[src/sv/pf2rgb_pkg.sv]
`timescale 1ns / 1ps
// ----------------------------------------------------------------------------
// pf2rgb_pkg
// Shared types and constants for the pixel format to RGB888 converter.
// ----------------------------------------------------------------------------
package pf2rgb_pkg;

    // Source pixel formats, as held in the format register.
    typedef enum logic [1:0] {
        FMT_GREY   = 2'd0,
        FMT_RGB565 = 2'd1,
        FMT_YUYV   = 2'd2,
        FMT_RGB24  = 2'd3
    } fmt_t;

    // One pixel request for the conversion pipeline. When yuv is set the
    // bytes are Y, U and V; otherwise they are the finished red, green, blue.
    typedef struct packed {
        logic       yuv;
        logic [7:0] d0;
        logic [7:0] d1;
        logic [7:0] d2;
        logic       last;
    } pix_t;

    localparam int AccW = 20;

    // BT.601 integer coefficients.
    localparam logic signed [AccW-1:0] CoefY  = 20'sd298;
    localparam logic signed [AccW-1:0] CoefRv = 20'sd409;
    localparam logic signed [AccW-1:0] CoefGu = 20'sd100;
    localparam logic signed [AccW-1:0] CoefGv = 20'sd208;
    localparam logic signed [AccW-1:0] CoefBu = 20'sd516;
    localparam logic signed [AccW-1:0] RoundK = 20'sd128;

    localparam logic [7:0] YOffset    = 8'd16;
    localparam logic [8:0] ChromaBias = 9'd128;

endpackage

[src/sv/pixel_format_to_rgb888_core.sv]
`timescale 1ns / 1ps
// ----------------------------------------------------------------------------
// pixel_format_to_rgb888_core
// Camera pixel stream to RGB888 converter for grey, RGB565, YUYV and RGB24.
// ----------------------------------------------------------------------------
// Path: a word lands in the input hold stage when it is accepted, then its
//   pixels pass the four pipeline stages (offset removal, multiply, sum,
//   output register) to m_; a YUYV second pixel follows the first.
// Throughput: one output pixel per cycle while m_tready is high; a grey, RGB565
//   or RGB24 word is taken every cycle, a YUYV word is held until both its pixels are taken.
// Reset: aresetn is synchronous and active low; it empties all stages and
//   sets the source format to grey.
module pixel_format_to_rgb888_core (
    input  logic        aclk,
    input  logic        aresetn,
    // Format register write port.
    input  logic        cfg_we,
    input  logic [1:0]  cfg_wdata,      // pixel_format
    // Source words.
    input  logic        s_tvalid,
    output logic        s_tready,
    input  logic [31:0] s_tdata,        // byte0 [7:0], byte1 [15:8],
                                        // byte2 [23:16], byte3 [31:24]
    input  logic        s_tlast,        // last_in
    // RGB888 pixel words.
    output logic        m_tvalid,
    input  logic        m_tready,
    output logic [23:0] m_tdata,        // red [7:0], green [15:8], blue [23:16]
    output logic        m_tlast         // last_out
);
    import pf2rgb_pkg::*;

    // The format must only be rewritten while the block is idle (the block itself
    // does not enforce this), so the live register value applies to every word in flight.
    fmt_t        pixel_format_reg;

    // Input hold stage. A YUYV word stays here while its two pixels are handed
    // to the pipeline; phase_reg tells which one is next.
    logic        hold_valid_reg;
    logic [31:0] hold_data_reg;
    logic        hold_last_reg;
    logic        phase_reg;

    logic [7:0]  b0, b1, b2, b3;
    logic [4:0]  r5, b5;
    logic [5:0]  g6;
    pix_t        pix;
    logic        final_pix;
    logic        conv_ready;
    logic        take;
    logic        s_accept;
    logic [7:0]  red, green, blue;

    assign b0 = hold_data_reg[7:0];
    assign b1 = hold_data_reg[15:8];
    assign b2 = hold_data_reg[23:16];
    assign b3 = hold_data_reg[31:24];

    // RGB565 arrives low byte first: rrrrrggg gggbbbbb across byte1:byte0.
    assign r5 = b1[7:3];
    assign g6 = {b1[2:0], b0[7:5]};
    assign b5 = b0[4:0];

    // Build the pixel request for the pipeline. Direct formats are finished
    // here; YUYV sends Y0 then Y1 with the shared U and V, and only the second
    // pixel carries the frame's last flag.
    always_comb begin
        pix       = '0;
        final_pix = 1'b1;
        unique case (pixel_format_reg)
            FMT_GREY: begin
                pix = '{yuv: 1'b0, d0: b0, d1: b0, d2: b0, last: hold_last_reg};
            end
            FMT_RGB565: begin
                pix = '{yuv: 1'b0,
                        d0: {r5, r5[4:2]},
                        d1: {g6, g6[5:4]},
                        d2: {b5, b5[4:2]},
                        last: hold_last_reg};
            end
            FMT_YUYV: begin
                pix = '{yuv: 1'b1,
                        d0: phase_reg ? b2 : b0,
                        d1: b1,
                        d2: b3,
                        last: phase_reg & hold_last_reg};
                final_pix = phase_reg;
            end
            FMT_RGB24: begin
                pix = '{yuv: 1'b0, d0: b0, d1: b1, d2: b2, last: hold_last_reg};
            end
        endcase
    end

    assign take     = hold_valid_reg && conv_ready;
    assign s_tready = !hold_valid_reg || (conv_ready && final_pix);
    assign s_accept = s_tvalid && s_tready;

    always_ff @(posedge aclk) begin
        if (!aresetn) begin
            pixel_format_reg <= FMT_GREY;
            hold_valid_reg   <= 1'b0;
            phase_reg        <= 1'b0;
        end else begin
            if (cfg_we) begin
                pixel_format_reg <= fmt_t'(cfg_wdata);
            end
            if (s_accept) begin
                hold_valid_reg <= 1'b1;
            end else if (take && final_pix) begin
                hold_valid_reg <= 1'b0;
            end
            if (take) begin
                phase_reg <= !final_pix;
            end
        end
    end

    always_ff @(posedge aclk) begin
        if (s_accept) begin
            hold_data_reg <= s_tdata;
            hold_last_reg <= s_tlast;
        end
    end

    pf2rgb_conv u_conv (
        .aclk      (aclk),
        .aresetn   (aresetn),
        .in_valid  (hold_valid_reg),
        .in_ready  (conv_ready),
        .in_pix    (pix),
        .out_valid (m_tvalid),
        .out_ready (m_tready),
        .out_red   (red),
        .out_green (green),
        .out_blue  (blue),
        .out_last  (m_tlast)
    );

    assign m_tdata = {blue, green, red};

    // The second-pixel phase only exists for YUYV words.
    a_phase_yuyv_only: assert property (@(posedge aclk) disable iff (!aresetn)
        phase_reg |-> (hold_valid_reg && pixel_format_reg == FMT_YUYV))
        else $error("second-pixel phase outside a held YUYV word");
    // A freshly accepted word always starts with its first pixel.
    a_new_word_phase0: assert property (@(posedge aclk) disable iff (!aresetn)
        s_accept |=> (hold_valid_reg && !phase_reg))
        else $error("accepted word not held at its first pixel");
    // Once the second YUYV pixel is taken the phase returns to the start.
    a_phase_returns: assert property (@(posedge aclk) disable iff (!aresetn)
        (phase_reg && conv_ready) |=> !phase_reg)
        else $error("phase did not return after the second pixel");

endmodule

[src/sv/pf2rgb_conv.sv]
`timescale 1ns / 1ps
// ----------------------------------------------------------------------------
// pf2rgb_conv
// Four-stage pipeline: offset removal, multiply, sum, YUV clamp to 8 bits.
// ----------------------------------------------------------------------------
module pf2rgb_conv (
    input  logic               aclk,
    input  logic               aresetn,
    input  logic               in_valid,
    output logic               in_ready,
    input  pf2rgb_pkg::pix_t   in_pix,
    output logic               out_valid,
    input  logic               out_ready,
    output logic [7:0]         out_red,
    output logic [7:0]         out_green,
    output logic [7:0]         out_blue,
    output logic               out_last
);
    import pf2rgb_pkg::*;

    // Stage 1: Y offset floored at zero, chroma made signed.
    logic                    v1_reg;
    pix_t                    p1_reg;
    logic [7:0]              c1_reg;
    logic signed [8:0]       u1_reg, v1s_reg;
    // Stage 2: products.
    logic                    v2_reg;
    pix_t                    p2_reg;
    logic signed [AccW-1:0]  pc2_reg, prv2_reg, pgu2_reg, pgv2_reg, pbu2_reg;
    // Stage 3: sums.
    logic                    v3_reg;
    pix_t                    p3_reg;
    logic signed [AccW-1:0]  ar3_reg, ag3_reg, ab3_reg;
    // Stage 4: output register.
    logic                    v4_reg;
    logic [7:0]              r4_reg, g4_reg, b4_reg;
    logic                    l4_reg;

    logic adv1, adv2, adv3, adv4;

    function automatic logic [7:0] sat8(input logic signed [AccW-1:0] acc);
        logic [7:0] res;
        if (acc[AccW-1]) begin
            res = 8'd0;
        end else if (|acc[AccW-2:16]) begin
            res = 8'hff;
        end else begin
            res = acc[15:8];
        end
        return res;
    endfunction

    assign adv4     = !v4_reg || out_ready;
    assign adv3     = !v3_reg || adv4;
    assign adv2     = !v2_reg || adv3;
    assign adv1     = !v1_reg || adv2;
    assign in_ready = adv1;

    always_ff @(posedge aclk) begin
        if (!aresetn) begin
            v1_reg <= 1'b0;
            v2_reg <= 1'b0;
            v3_reg <= 1'b0;
            v4_reg <= 1'b0;
        end else begin
            if (adv1) v1_reg <= in_valid;
            if (adv2) v2_reg <= v1_reg;
            if (adv3) v3_reg <= v2_reg;
            if (adv4) v4_reg <= v3_reg;
        end
    end

    always_ff @(posedge aclk) begin
        if (adv1) begin
            p1_reg  <= in_pix;
            c1_reg  <= (in_pix.d0 > YOffset) ? (in_pix.d0 - YOffset) : 8'd0;
            u1_reg  <= $signed({1'b0, in_pix.d1} - ChromaBias);
            v1s_reg <= $signed({1'b0, in_pix.d2} - ChromaBias);
        end
        if (adv2) begin
            p2_reg   <= p1_reg;
            pc2_reg  <= $signed({{(AccW-8){1'b0}}, c1_reg}) * CoefY;
            prv2_reg <= AccW'(v1s_reg) * CoefRv;
            pgu2_reg <= AccW'(u1_reg) * CoefGu;
            pgv2_reg <= AccW'(v1s_reg) * CoefGv;
            pbu2_reg <= AccW'(u1_reg) * CoefBu;
        end
        if (adv3) begin
            p3_reg  <= p2_reg;
            ar3_reg <= pc2_reg + prv2_reg + RoundK;
            ag3_reg <= pc2_reg - pgu2_reg - pgv2_reg + RoundK;
            ab3_reg <= pc2_reg + pbu2_reg + RoundK;
        end
        if (adv4) begin
            l4_reg <= p3_reg.last;
            if (p3_reg.yuv) begin
                r4_reg <= sat8(ar3_reg);
                g4_reg <= sat8(ag3_reg);
                b4_reg <= sat8(ab3_reg);
            end else begin
                r4_reg <= p3_reg.d0;
                g4_reg <= p3_reg.d1;
                b4_reg <= p3_reg.d2;
            end
        end
    end

    assign out_valid = v4_reg;
    assign out_red   = r4_reg;
    assign out_green = g4_reg;
    assign out_blue  = b4_reg;
    assign out_last  = l4_reg;

    a_stage2_from_stage1: assert property (@(posedge aclk) disable iff (!aresetn)
        $rose(v2_reg) |-> $past(v1_reg))
        else $error("stage 2 filled without stage 1 holding a pixel");
    a_stage3_from_stage2: assert property (@(posedge aclk) disable iff (!aresetn)
        $rose(v3_reg) |-> $past(v2_reg))
        else $error("stage 3 filled without stage 2 holding a pixel");
    a_out_from_stage3: assert property (@(posedge aclk) disable iff (!aresetn)
        $rose(v4_reg) |-> $past(v3_reg))
        else $error("output filled without stage 3 holding a pixel");

endmodule
[config.mk]
export PLATFORM = sky130hd
export DESIGN_NAME = pixel_format_to_rgb888_core
export DESIGN_NICKNAME = d
export VERILOG_FILES = /design/src/sv/pf2rgb_pkg.sv /design/src/sv/pixel_format_to_rgb888_core.sv /design/src/sv/pf2rgb_conv.sv
export SDC_FILE = /design/constraint.sdc
export NUM_CORES = 1
export LEC_CHECK = 0
export BUFFER_PORTS_ARGS = -buffer_cell sky130_fd_sc_hd__buf_4
export CAP_MARGIN = 20
export CORE_AREA = 2 2 219 221
export DETAILED_ROUTE_END_ITERATION = 8
export DIE_AREA = 0 0 221 223
export PLACE_DENSITY = 0.54
export SLEW_MARGIN = 20
export SYNTH_ARGS = -nofsm -noshare
export SYNTH_HDL_FRONTEND = slang
export SYNTH_SLANG_ARGS = --single-unit
[constraint.sdc]
create_clock -name aclk -period 8.2 [get_ports aclk]
set_input_delay 1.23 -clock aclk [delete_from_list [all_inputs] [get_ports aclk]]
set_output_delay 1.23 -clock aclk [all_outputs]
set_load 0.01 [all_outputs]
==> results.cfg, run 1 <==
[worst_setup_path]
crit_required_ns = 8.51
cp.arrival_ns = 5.20
critPathCapture = u_conv.prv2_reg[18]
r2r_start = u_conv.v1s_reg[7]
rrSetupSlack_ns = 3.31
r2r_cells = 15
startpoint_type = flop
crit_path_end_kind = flop
crit_type = flop to flop
crit_fanout = 11
crit_start = u_conv.v1s_reg[7]
regToRegEndpoint = u_conv.prv2_reg[18]

[synthesis]
synthesis.area_mm2 = 0.0162
syn_area_per_cell_um2 = 12.3
synth_top_cell_area_share_pct = 46.2
async_flop_share_pct = 0
synthXorXnorAreaFrac_pct = 3.84
synth.ff_latch_count = 257
ys.flop_type = edfxtp_1
ys_seq_area_share_pct = 47.2
yosysWarnings = 0
synthSimpleGateAreaFrac_pct = 6.37
synth_cells = 1316
synthMuxAreaShare_pct = 4.45
synth_top_family_by_area = adder cells
yosysTopAreaCell = edfxtp_1
synth_compound_area_share_pct = 8.22
synth_cell_type_count = 61
synth_nets = 1652
synth_enable_flop_cells = 249
ys_top_cells_by_area = edfxtp_1 46%, ha_1 19%, fa_1 6.1%
synthAdderAreaFrac_pct = 25.2

[min_path]
hold_path_class = flop to flop
min_from = u_conv.p2_reg[25]

[clocking]
clock_sinks = 257
ctsHtreeMaxLevel = 1
cts_buffers = 30
insertion_delay_ns = 0.57
root_buffer = clkbuf_16
cts_tree = done
post_cts_buffers = 0
cts_hold_buf = 0
path_clk_slew_ns = 0.06
clockBufferDepth = 3
cts_resized = 0

[timing]
fin_ws_ns = 3.31
holdWs_ns = 0.418
relSlewSlack_pct = 41.7
drv_slew = 0
final.min_clock_period_ns = 4.89
period_share_pct = 59.6
rsz0062_at_grt = false
max_freq_mhz = 205
finClkSkew_ns = 0.0238
setup_viol = 0
tns_ns = 0
finalHoldViolations = 0
worst_pin_slew_ns = 0.873

[place]
gp_congestion = 0.846
dp_hpwl_um = 27000
io_buffer_count = 66
dp_slack_ns = 3.30

[floorplanning]
num_io_pins = 67
die_y_um = 223
floorplan.die_area_mm2 = 0.0493
rows = 80
dieWidth_um = 221
start_util_pct = 34.3
coreArea_mm2 = 0.0471

[layout]
largest_reg_flops = 32
drive_above_1_share_pct = 12.1
fillers = 4460
nNetsFinal = 1736
antenna_cells = 0
area_growth_pct = 13.9

[routing]
via_count = 9664
wl_per_cell_um = 16.7
drtIter0Drc = 497
drc = 0
ant_nets = 0
routed_wirelength_um = 34100
drt_first_pass_iters = 5
viasPerCell = 4.74

[power_and_ir_drop]
power_density_mw_per_mm2 = 441
combPwrFrac_pct = 54.4
power.switching_uw = 3240
p_seq_share_pct = 28.8
clockPowerShare_pct = 16.8
switching_share_pct = 39.9
p_leak_uw = 0.00815
p_int_uw = 4890
ir_worst_vdd_v = 0.000283

[global_routing]
grt_pass1_vias = 9921
grt_first_pass_wirelength_um = 54400
antenna_found_initial = 0
grtUsageTotal_pct = 14.0
grt_max_degree = 63
grt-ovfl-total = 0

[flow_run]
drv_cap = 0

[outcome]
status = finished, final reports clean
-- logic make-up after synthesis --
| kind of cell | count (synthesis) |
|---|---|
| compound gates | 212 |
| simple gates | 222 |
| buf+inv | 200 |
| mux | 58 |
| fa+ha+maj | 296 |
| xor+xnor | 71 |
| flops | 257 |
-- worst min-delay path by stage --
stage / to / slack, ns / depth (start not counted)
2_1_floorplan: u_conv.out_last / 0.40 / 0
3_3_place_gp: u_conv.p3_reg[16] / 0.40 / 0
3_5_place_dp: u_conv.p2_reg[0] / 0.40 / 0
4_1_cts: u_conv.p2_reg[0] / 0.42 / 0
5_1_grt: u_conv.p3_reg[18] / 0.44 / 0
6_report: u_conv.p3_reg[25] / 0.42 / 0
-- worst max-delay path, stage by stage, from the launching register on --
cell	delay, ns
edfxtp_1	0.59
inv_1	0.53
ha_1	0.33
inv_1	0.07
ha_1	0.17
inv_1	0.07
fa_1	0.54
inv_1	0.06
fa_1	0.47
ha_1	0.32
ha_1	0.33
o21ai_0	0.11
a21o_1	0.18
a21oi_1	0.37
nor4b_1	0.10
or3_1	0.40
-- synth_stat cells, types with 19 or more instances --
library cell	count
a21o_1	19
edfxtp_1	249
o21ai_0	43
ha_1	247
nor2_1	94
a21oi_1	67
nand2_1	48
fa_1	49
mux2i_1	21
inv_1	178
xor2_1	21
mux2_2	26
xnor2_1	50
-- metal layers --
| layer | part of all wire [%] | track usage [%] | routed length, um | up-vias |
|---|---|---|---|---|
| met5 | 0 | 0 | 0 | - |
| met4 | 3.1 | 4.55 | 1050 | 0 |
| met3 | 3.3 | 1.80 | 1130 | 59 |
| met2 | 46 | 23.1 | 15600 | 178 |
| met1 | 48 | 19.2 | 16200 | 4578 |
| li1 | - | - | - | 4849 |
-- layout by cell type (no fill, tap or decap), drive strengths merged, types with 3 or more instances in the layout --
cell | synthesis | routed
or3 | 8 | 8
o21ai | 56 | 56
a21oi | 68 | 68
mux4 | 8 | 8
o211ai | 6 | 6
or2 | 3 | 3
clkbuf | 13 | 38
nor2 | 94 | 94
and2 | 5 | 5
xor2 | 21 | 21
a211oi | 7 | 7
edfxtp | 249 | 249
nand3 | 12 | 12
o31ai | 4 | 4
buf | 9 | 74
o21bai | 8 | 8
nor3 | 9 | 9
clkinv | 0 | 12
nand2b | 8 | 8
dfxtp | 8 | 8
inv | 178 | 179
a21o | 19 | 19
and3 | 4 | 4
nor2b | 19 | 19
a31o | 4 | 4
o21a | 12 | 12
xnor2 | 50 | 50
mux2 | 29 | 29
a31oi | 3 | 3
bufinv | 0 | 4
mux2i | 21 | 21
fa | 49 | 49
nor4b | 3 | 3
a21boi | 6 | 6
nand2 | 48 | 48
ha | 247 | 247
-- layout make-up --
type	instances	area, um2	area share, %
Inverter	178	669	3.63
Clock buffer	38	822	4.46
Multi-Input combinational cell	859	7780	42.2
Tap cell	615	769	4.17
Clock inverter	18	204	1.11
Sequential cell	257	7640	41.4
Timing Repair Buffer	74	556	3.01
-- stage by stage --
| stage | cell area (um2) | utilization, % | instances | power (uW) |
|---|---|---|---|---|
| after floorplan | 16200 | - | 1316 | 5700 |
| after global placement | 17400 | 36.9 | 1983 | 6740 |
| after detailed placement | 17400 | 36.9 | 1983 | 6760 |
| after CTS | 18400 | 39.1 | 2039 | 8200 |
| after global routing | 18400 | 39.1 | 2039 | 8920 |
| final | 18400 | 39.1 | 2039 | 8130 |
-- power groups by stage --
stage	Combinational, uW	Clock [uW]	Sequential [uW]
finish	4420	1370	2340
global route	5080	1460	2380
CTS	4450	1400	2350
detailed placement	4390	0	2370
global placement	4380	0	2370
floorplan	3470	0	2230
Power figures use the tool's default switching activity.
==> inputs of run 2 (changes only) <==
--- a/config.mk
+++ b/config.mk
@@ -10,7 +10,7 @@
 export CORE_AREA = 2 2 219 221
 export DETAILED_ROUTE_END_ITERATION = 8
 export DIE_AREA = 0 0 221 223
-export PLACE_DENSITY = 0.54
+export PLACE_DENSITY = 0.55
 export SLEW_MARGIN = 20
 export SYNTH_ARGS = -nofsm -noshare
 export SYNTH_HDL_FRONTEND = slang
==> constraint.sdc (replaced) <==
create_clock -name aclk -period 4.1 [get_ports aclk]
set_input_delay 0.615 -clock aclk [delete_from_list [all_inputs] [get_ports aclk]]
set_output_delay 0.615 -clock aclk [all_outputs]
set_load 0.01 [all_outputs]
==> run 2 against run 1 <==
Compared with the run above: fmax grew 22%; sequential share of layout area shrank 1.1 points; total power rose by 110%; critical path type unchanged; highest routed layer unchanged.
==> results.cfg, run 2 (synthesis gave the netlist of run 1 again) <==
[layout]
multi_input_area_mm2 = 0.00800
final_cell_mix = 249 x edfxtp_1, 233 x ha_1, 171 x inv_1, 94 x nor2_1, 91 x buf_4
register_area_mm2 = 0.00764
fillers = 4386
area_growth_pct = 16.9
antenna_cells = 0
utilization_pct = 40.1
stdcell_count = 2061
layout_commonest_cell = edfxtp_1
nNetsFinal = 1758
largest_reg_flops = 32
drive_above_1_share_pct = 15.1

[global_routing]
antenna_found_initial = 0
grt_first_pass_wirelength_um = 54500
grt_max_degree = 49
grt-ovfl-total = 0
grt_pass1_vias = 9987
grtUsageTotal_pct = 14.0

[routing]
wl_per_cell_um = 16.7
via_count = 9743
ant_nets = 0
drtIter0Drc = 514
top_layer = met4
drt_first_pass_iters = 5
wl_met3_um = 1030
drt-met1-wl_um = 16500
dr_wl_met2_um = 15800
drc = 0
routed_wirelength_um = 34300
viasPerCell = 4.73

[worst_setup_path]
cp_cell_sequence = ha_4, ha_4, inv_2, fa_1, inv_2, fa_2, fa_1, ha_4, nor2b_4, o21ai_2, a21o_1, a21oi_4, nor4b_2, or3_1
r2r_cells = 14
startpoint_type = flop
crit_slowest_cell = fa_1
crit_required_ns = 4.41
crit_fanout = 4
rrSetupSlack_ns = 0.08
r2r_start = u_conv.v1s_reg[3]
crit_top_cell = ha_4
crit_path_end_kind = flop
crit_type = flop to flop
regToRegEndpoint = u_conv.prv2_reg[18]
cp.arrival_ns = 4.33
critPathMaxStageDelay_ns = 0.51

[clocking]
cts_hold_buf = 0
root_buffer = clkbuf_16
clock_sinks = 257
cts_tree = done
cts_buffers = 30
ctsHtreeMaxLevel = 1
path_clk_slew_ns = 0.06
clockBufferDepth = 3
insertion_delay_ns = 0.57

[power_and_ir_drop]
ir_worst_vdd_v = 0.000554
clockPowerShare_pct = 16.9
power.switching_uw = 6810
p_leak_uw = 0.00828
power_density_mw_per_mm2 = 895
p_seq_share_pct = 27.6
combPwrFrac_pct = 55.5
switching_share_pct = 40.2
p_int_uw = 10100

[floorplanning]
dieWidth_um = 221
num_io_pins = 67
rows = 80
coreArea_mm2 = 0.0471
floorplan.die_area_mm2 = 0.0493
start_util_pct = 34.3
die_y_um = 223

[min_path]
hold_path_class = primary input to flop
whs_path_depth = 1
hold_path_end = hold_data_reg[22]
min_from = s_tdata[22]

[timing]
finalHoldViolations = 0
rsz0062_at_grt = true
drv_slew = 0
relSlewSlack_pct = 42.6
setup_viol = 0
worst_pin_slew_ns = 0.858
holdWs_ns = 0.237
final.min_clock_period_ns = 4.02
period_share_pct = 98.0
finClkSkew_ns = 0.0264
max_freq_mhz = 249

[outcome]
status = finished, final reports clean

[place]
gp_congestion = 0.828
dp.cells = 1999
dp_hpwl_um = 27200
io_buffer_count = 66

[flow_run]
drv_cap = 0
## run 2: changes by cell type in the layout (fill, tap and decap cells not counted), sizes merged
cell and delta:
bufinv +2, clkbuf +2, inv -3, clkinvlp +3, buf +21, clkinv -3
## run 2: worst max path at each step
stage	to	slack, ns	start	cells past startpoint
after CTS	u_conv.prv2_reg[18]	0.04	u_conv.v1s_reg[1]	14
after global routing	u_conv.prv2_reg[18]	-0.04	u_conv.v1s_reg[4]	12
after floorplan	u_conv.prv2_reg[18]	-0.006	u_conv.v1s_reg[7]	15
final	u_conv.prv2_reg[18]	0.08	u_conv.v1s_reg[3]	14
after detailed placement	u_conv.prv2_reg[18]	-0.07	u_conv.v1s_reg[4]	15
after global placement	u_conv.prv2_reg[18]	-0.03	u_conv.v1s_reg[4]	15
## run 2: final cells by class
| class | instances | area share [%] |
|---|---|---|
| flip-flops and latches | 257 | 40.4 |
| repair buffers | 96 | 4.05 |
| clock inverters | 17 | 1.32 |
| clock buffers | 39 | 4.36 |
| well taps | 615 | 4.07 |
| inverters | 178 | 3.57 |
| multi-input cells | 859 | 42.3 |
## run 2: worst max-delay path, delay by kind of cell, from the launching register on
| family | cells | cell delay [ns] |
|---|---|---|
| AO/OA/AOI/OAI | 3 | 0.51 |
| buffers and inverters | 2 | 0.07 |
| flip-flops | 1 | 0.45 |
| AND/OR/NAND/NOR | 3 | 0.56 |
| adder cells (fa/ha/maj) | 6 | 2.19 |
## run 2: what timing repair did
item / in CTS / in global routing
pin swaps: 3 / 15
setup endpoints to repair: 1 / 4
buffers inserted: 0 / 4
resized for setup: 3 / 20
cloned: 0 / 0
## run 2: power groups by stage
stage	sequential [uW]	combinational, uW	clock (uW)
3_5_place_dp	4740	9140	0
6_report	4670	9400	2860
2_1_floorplan	4450	7040	0
3_3_place_gp	4730	9070	0
5_1_grt	4750	10700	3050
4_1_cts	4690	9280	2940
## run 2: per-stage QoR
step	worst slack (ns)	area (um2)	TNS [ns]	total power, uW
finish	0.0840	18900	0	16900
global route	-0.0413	18900	-0.0446	18500
CTS	0.0406	18700	0	16900
detailed placement	-0.0733	17600	-0.0733	13900
global placement	-0.0265	17600	-0.0265	13800
floorplan	-0.00647	16300	-0.00647	11500
## run 2: routing by layer
metal / vias to the layer above / GRT usage (%)
met5: - / 0
met4: 0 / 4.03
met3: 48 / 1.78
met2: 133 / 23.0
met1: 4672 / 19.3
li1: 4890 / -
==> inputs of run 3 (changes only) <==
--- a/config.mk
+++ b/config.mk
@@ -8,10 +8,12 @@
 export BUFFER_PORTS_ARGS = -buffer_cell sky130_fd_sc_hd__buf_4
 export CAP_MARGIN = 20
 export CORE_AREA = 2 2 219 221
+export CTS_BUF_LIST = sky130_fd_sc_hd__clkbuf_4 sky130_fd_sc_hd__clkbuf_8 sky130_fd_sc_hd__clkbuf_16
 export DETAILED_ROUTE_END_ITERATION = 8
 export DIE_AREA = 0 0 221 223
-export PLACE_DENSITY = 0.55
+export PLACE_DENSITY = 0.62
 export SLEW_MARGIN = 20
 export SYNTH_ARGS = -nofsm -noshare
 export SYNTH_HDL_FRONTEND = slang
 export SYNTH_SLANG_ARGS = --single-unit
+export TNS_END_PERCENT = 5
==> run 3 against run 2 <==
Compared with the run above: clock skew is 0.017 ns lower; sequential share of layout area is 0.40 points higher; fmax hardly changed; critical endpoint unchanged; largest cell class unchanged; highest routed layer unchanged.
==> results.cfg, run 3 (synthesis gave the netlist of run 1 again) <==
[outcome]
status = finished, final reports clean

[floorplanning]
coreArea_mm2 = 0.0471
dieWidth_um = 221
start_util_pct = 34.3
num_io_pins = 67
floorplan.die_area_mm2 = 0.0493
die_y_um = 223
rows = 80

[place]
dp_hpwl_um = 26100
dp.cells = 1996
io_buffer_count = 66
gp_congestion = 0.846
place_area_mm2 = 0.0176

[global_routing]
grtUsageTotal_pct = 13.3
grt_max_degree = 94
antenna_found_initial = 0
grt_pass1_vias = 9822
grt-ovfl-total = 0
grt_first_pass_wirelength_um = 52400

[layout]
nNetsFinal = 1752
antenna_cells = 0
layout_commonest_cell = edfxtp_1
drive_above_1_share_pct = 15.6
stdcell_count = 2052
utilization_pct = 39.7
area_growth_pct = 15.8
design_area_mm2 = 0.0187
final_cell_mix = 249 x edfxtp_1, 231 x ha_1, 166 x inv_1, 94 x nor2_1, 90 x buf_4
fillers = 4365
largest_reg_flops = 32

[worst_setup_path]
cp.arrival_ns = 4.31
crit_path_end_kind = flop
crit_fanout = 4
crit_type = flop to flop
crit_required_ns = 4.40
startpoint_type = flop

[routing]
drt_first_pass_iters = 7
routed_wirelength_um = 33000
drtIter0Drc = 688
wl_per_cell_um = 16.1
viasPerCell = 4.78
drc = 0
via_count = 9803
ant_nets = 0

[timing]
period_share_pct = 97.9
setup_viol = 0
relSlewSlack_pct = 32.8
worst_pin_slew_ns = 1.00
rsz0062_at_grt = true
tns_ns = 0
max_freq_mhz = 249
finClkSkew_ns = 0.00942
finalHoldViolations = 0
drv_slew = 0
final.min_clock_period_ns = 4.01

[min_path]
hold_path_class = primary input to flop

[flow_run]
drv_cap = 0

[clocking]
insertion_delay_ns = 0.55
clock_sinks = 257
cts_buffers = 28
cts_tree = done
clockBufferDepth = 3
path_clk_slew_ns = 0.07
root_buffer = clkbuf_16
ctsHtreeMaxLevel = 1

[power_and_ir_drop]
power_uw = 16500
power_density_mw_per_mm2 = 881
p_leak_uw = 0.00818
ir_worst_vdd_v = 0.000440
==> run 3: layout make-up <==
type | instances | area [um2] | share of cell area (%)
clock buffer | 38 | 818 | 4.37
clock inverter | 13 | 106 | 0.568
inverter | 178 | 678 | 3.62
multi-input combinational | 859 | 8020 | 42.8
sequential | 257 | 7640 | 40.8
tap | 615 | 769 | 4.11
timing repair buffer | 92 | 711 | 3.79
==> run 3: worst paths after layout <==
path | slack [ns] | to | cells after the start | from
setup / recovery | 0.09 | u_conv.prv2_reg[18] | 15 | u_conv.v1s_reg[3]
hold reg to reg | 0.42 | u_conv.p3_reg[16] | 0 | u_conv.p2_reg[16]
hold / removal | 0.24 | hold_data_reg[30] | 1 | s_tdata[30]
setup reg to reg | 0.09 | u_conv.prv2_reg[18] | 15 | u_conv.v1s_reg[3]
==> run 3: critical path: stages (launching register included) <==
cell and delay, ns:
edfxtp_1 0.43, ha_4 0.28, ha_4 0.26, inv_2 0.03, fa_1 0.49, inv_2 0.04, fa_2 0.47, ha_4 0.28
inv_1 0.05, fa_2 0.37, nor2b_4 0.13, o21ai_2 0.07, a21o_1 0.22, a21oi_4 0.21, nor4b_2 0.06, or3_1 0.36
==> run 3: routing by layer <==
| layer | share of wire (%) | vias to the layer above | track usage, % |
|---|---|---|---|
| met5 | 0 | - | 0 |
| met4 | 2.6 | 0 | 3.77 |
| met3 | 3.5 | 52 | 1.80 |
| met2 | 47 | 172 | 22.0 |
| met1 | 47 | 4699 | 18.4 |
| li1 | - | 4880 | - |
==> run 3: what timing repair did <==
| action | in CTS | in global routing |
|---|---|---|
| gates resized for setup | 2 | 27 |
| hold buffers | 0 | 0 |
| setup endpoints to repair | 1 | 4 |
| pin swaps | 3 | 20 |
| buffers inserted | 0 | 4 |
==> run 3: power breakdown <==
part | internal [uW] | switching, uW | total (uW)
clock | 1460 | 1010 | 2470
sequential | 4180 | 479 | 4660
combinational | 4140 | 5230 | 9380
total | 9780 | 6720 | 16500
==> run 3: stage by stage <==
step / hold WS (ns) / worst slack (ns)
after detailed placement: 0.405 / -0.0638
after floorplan: 0.400 / -0.00647
after CTS: 0.215 / 0.0135
after global routing: 0.217 / -0.0345
final: 0.239 / 0.0854
after global placement: 0.403 / -0.0140
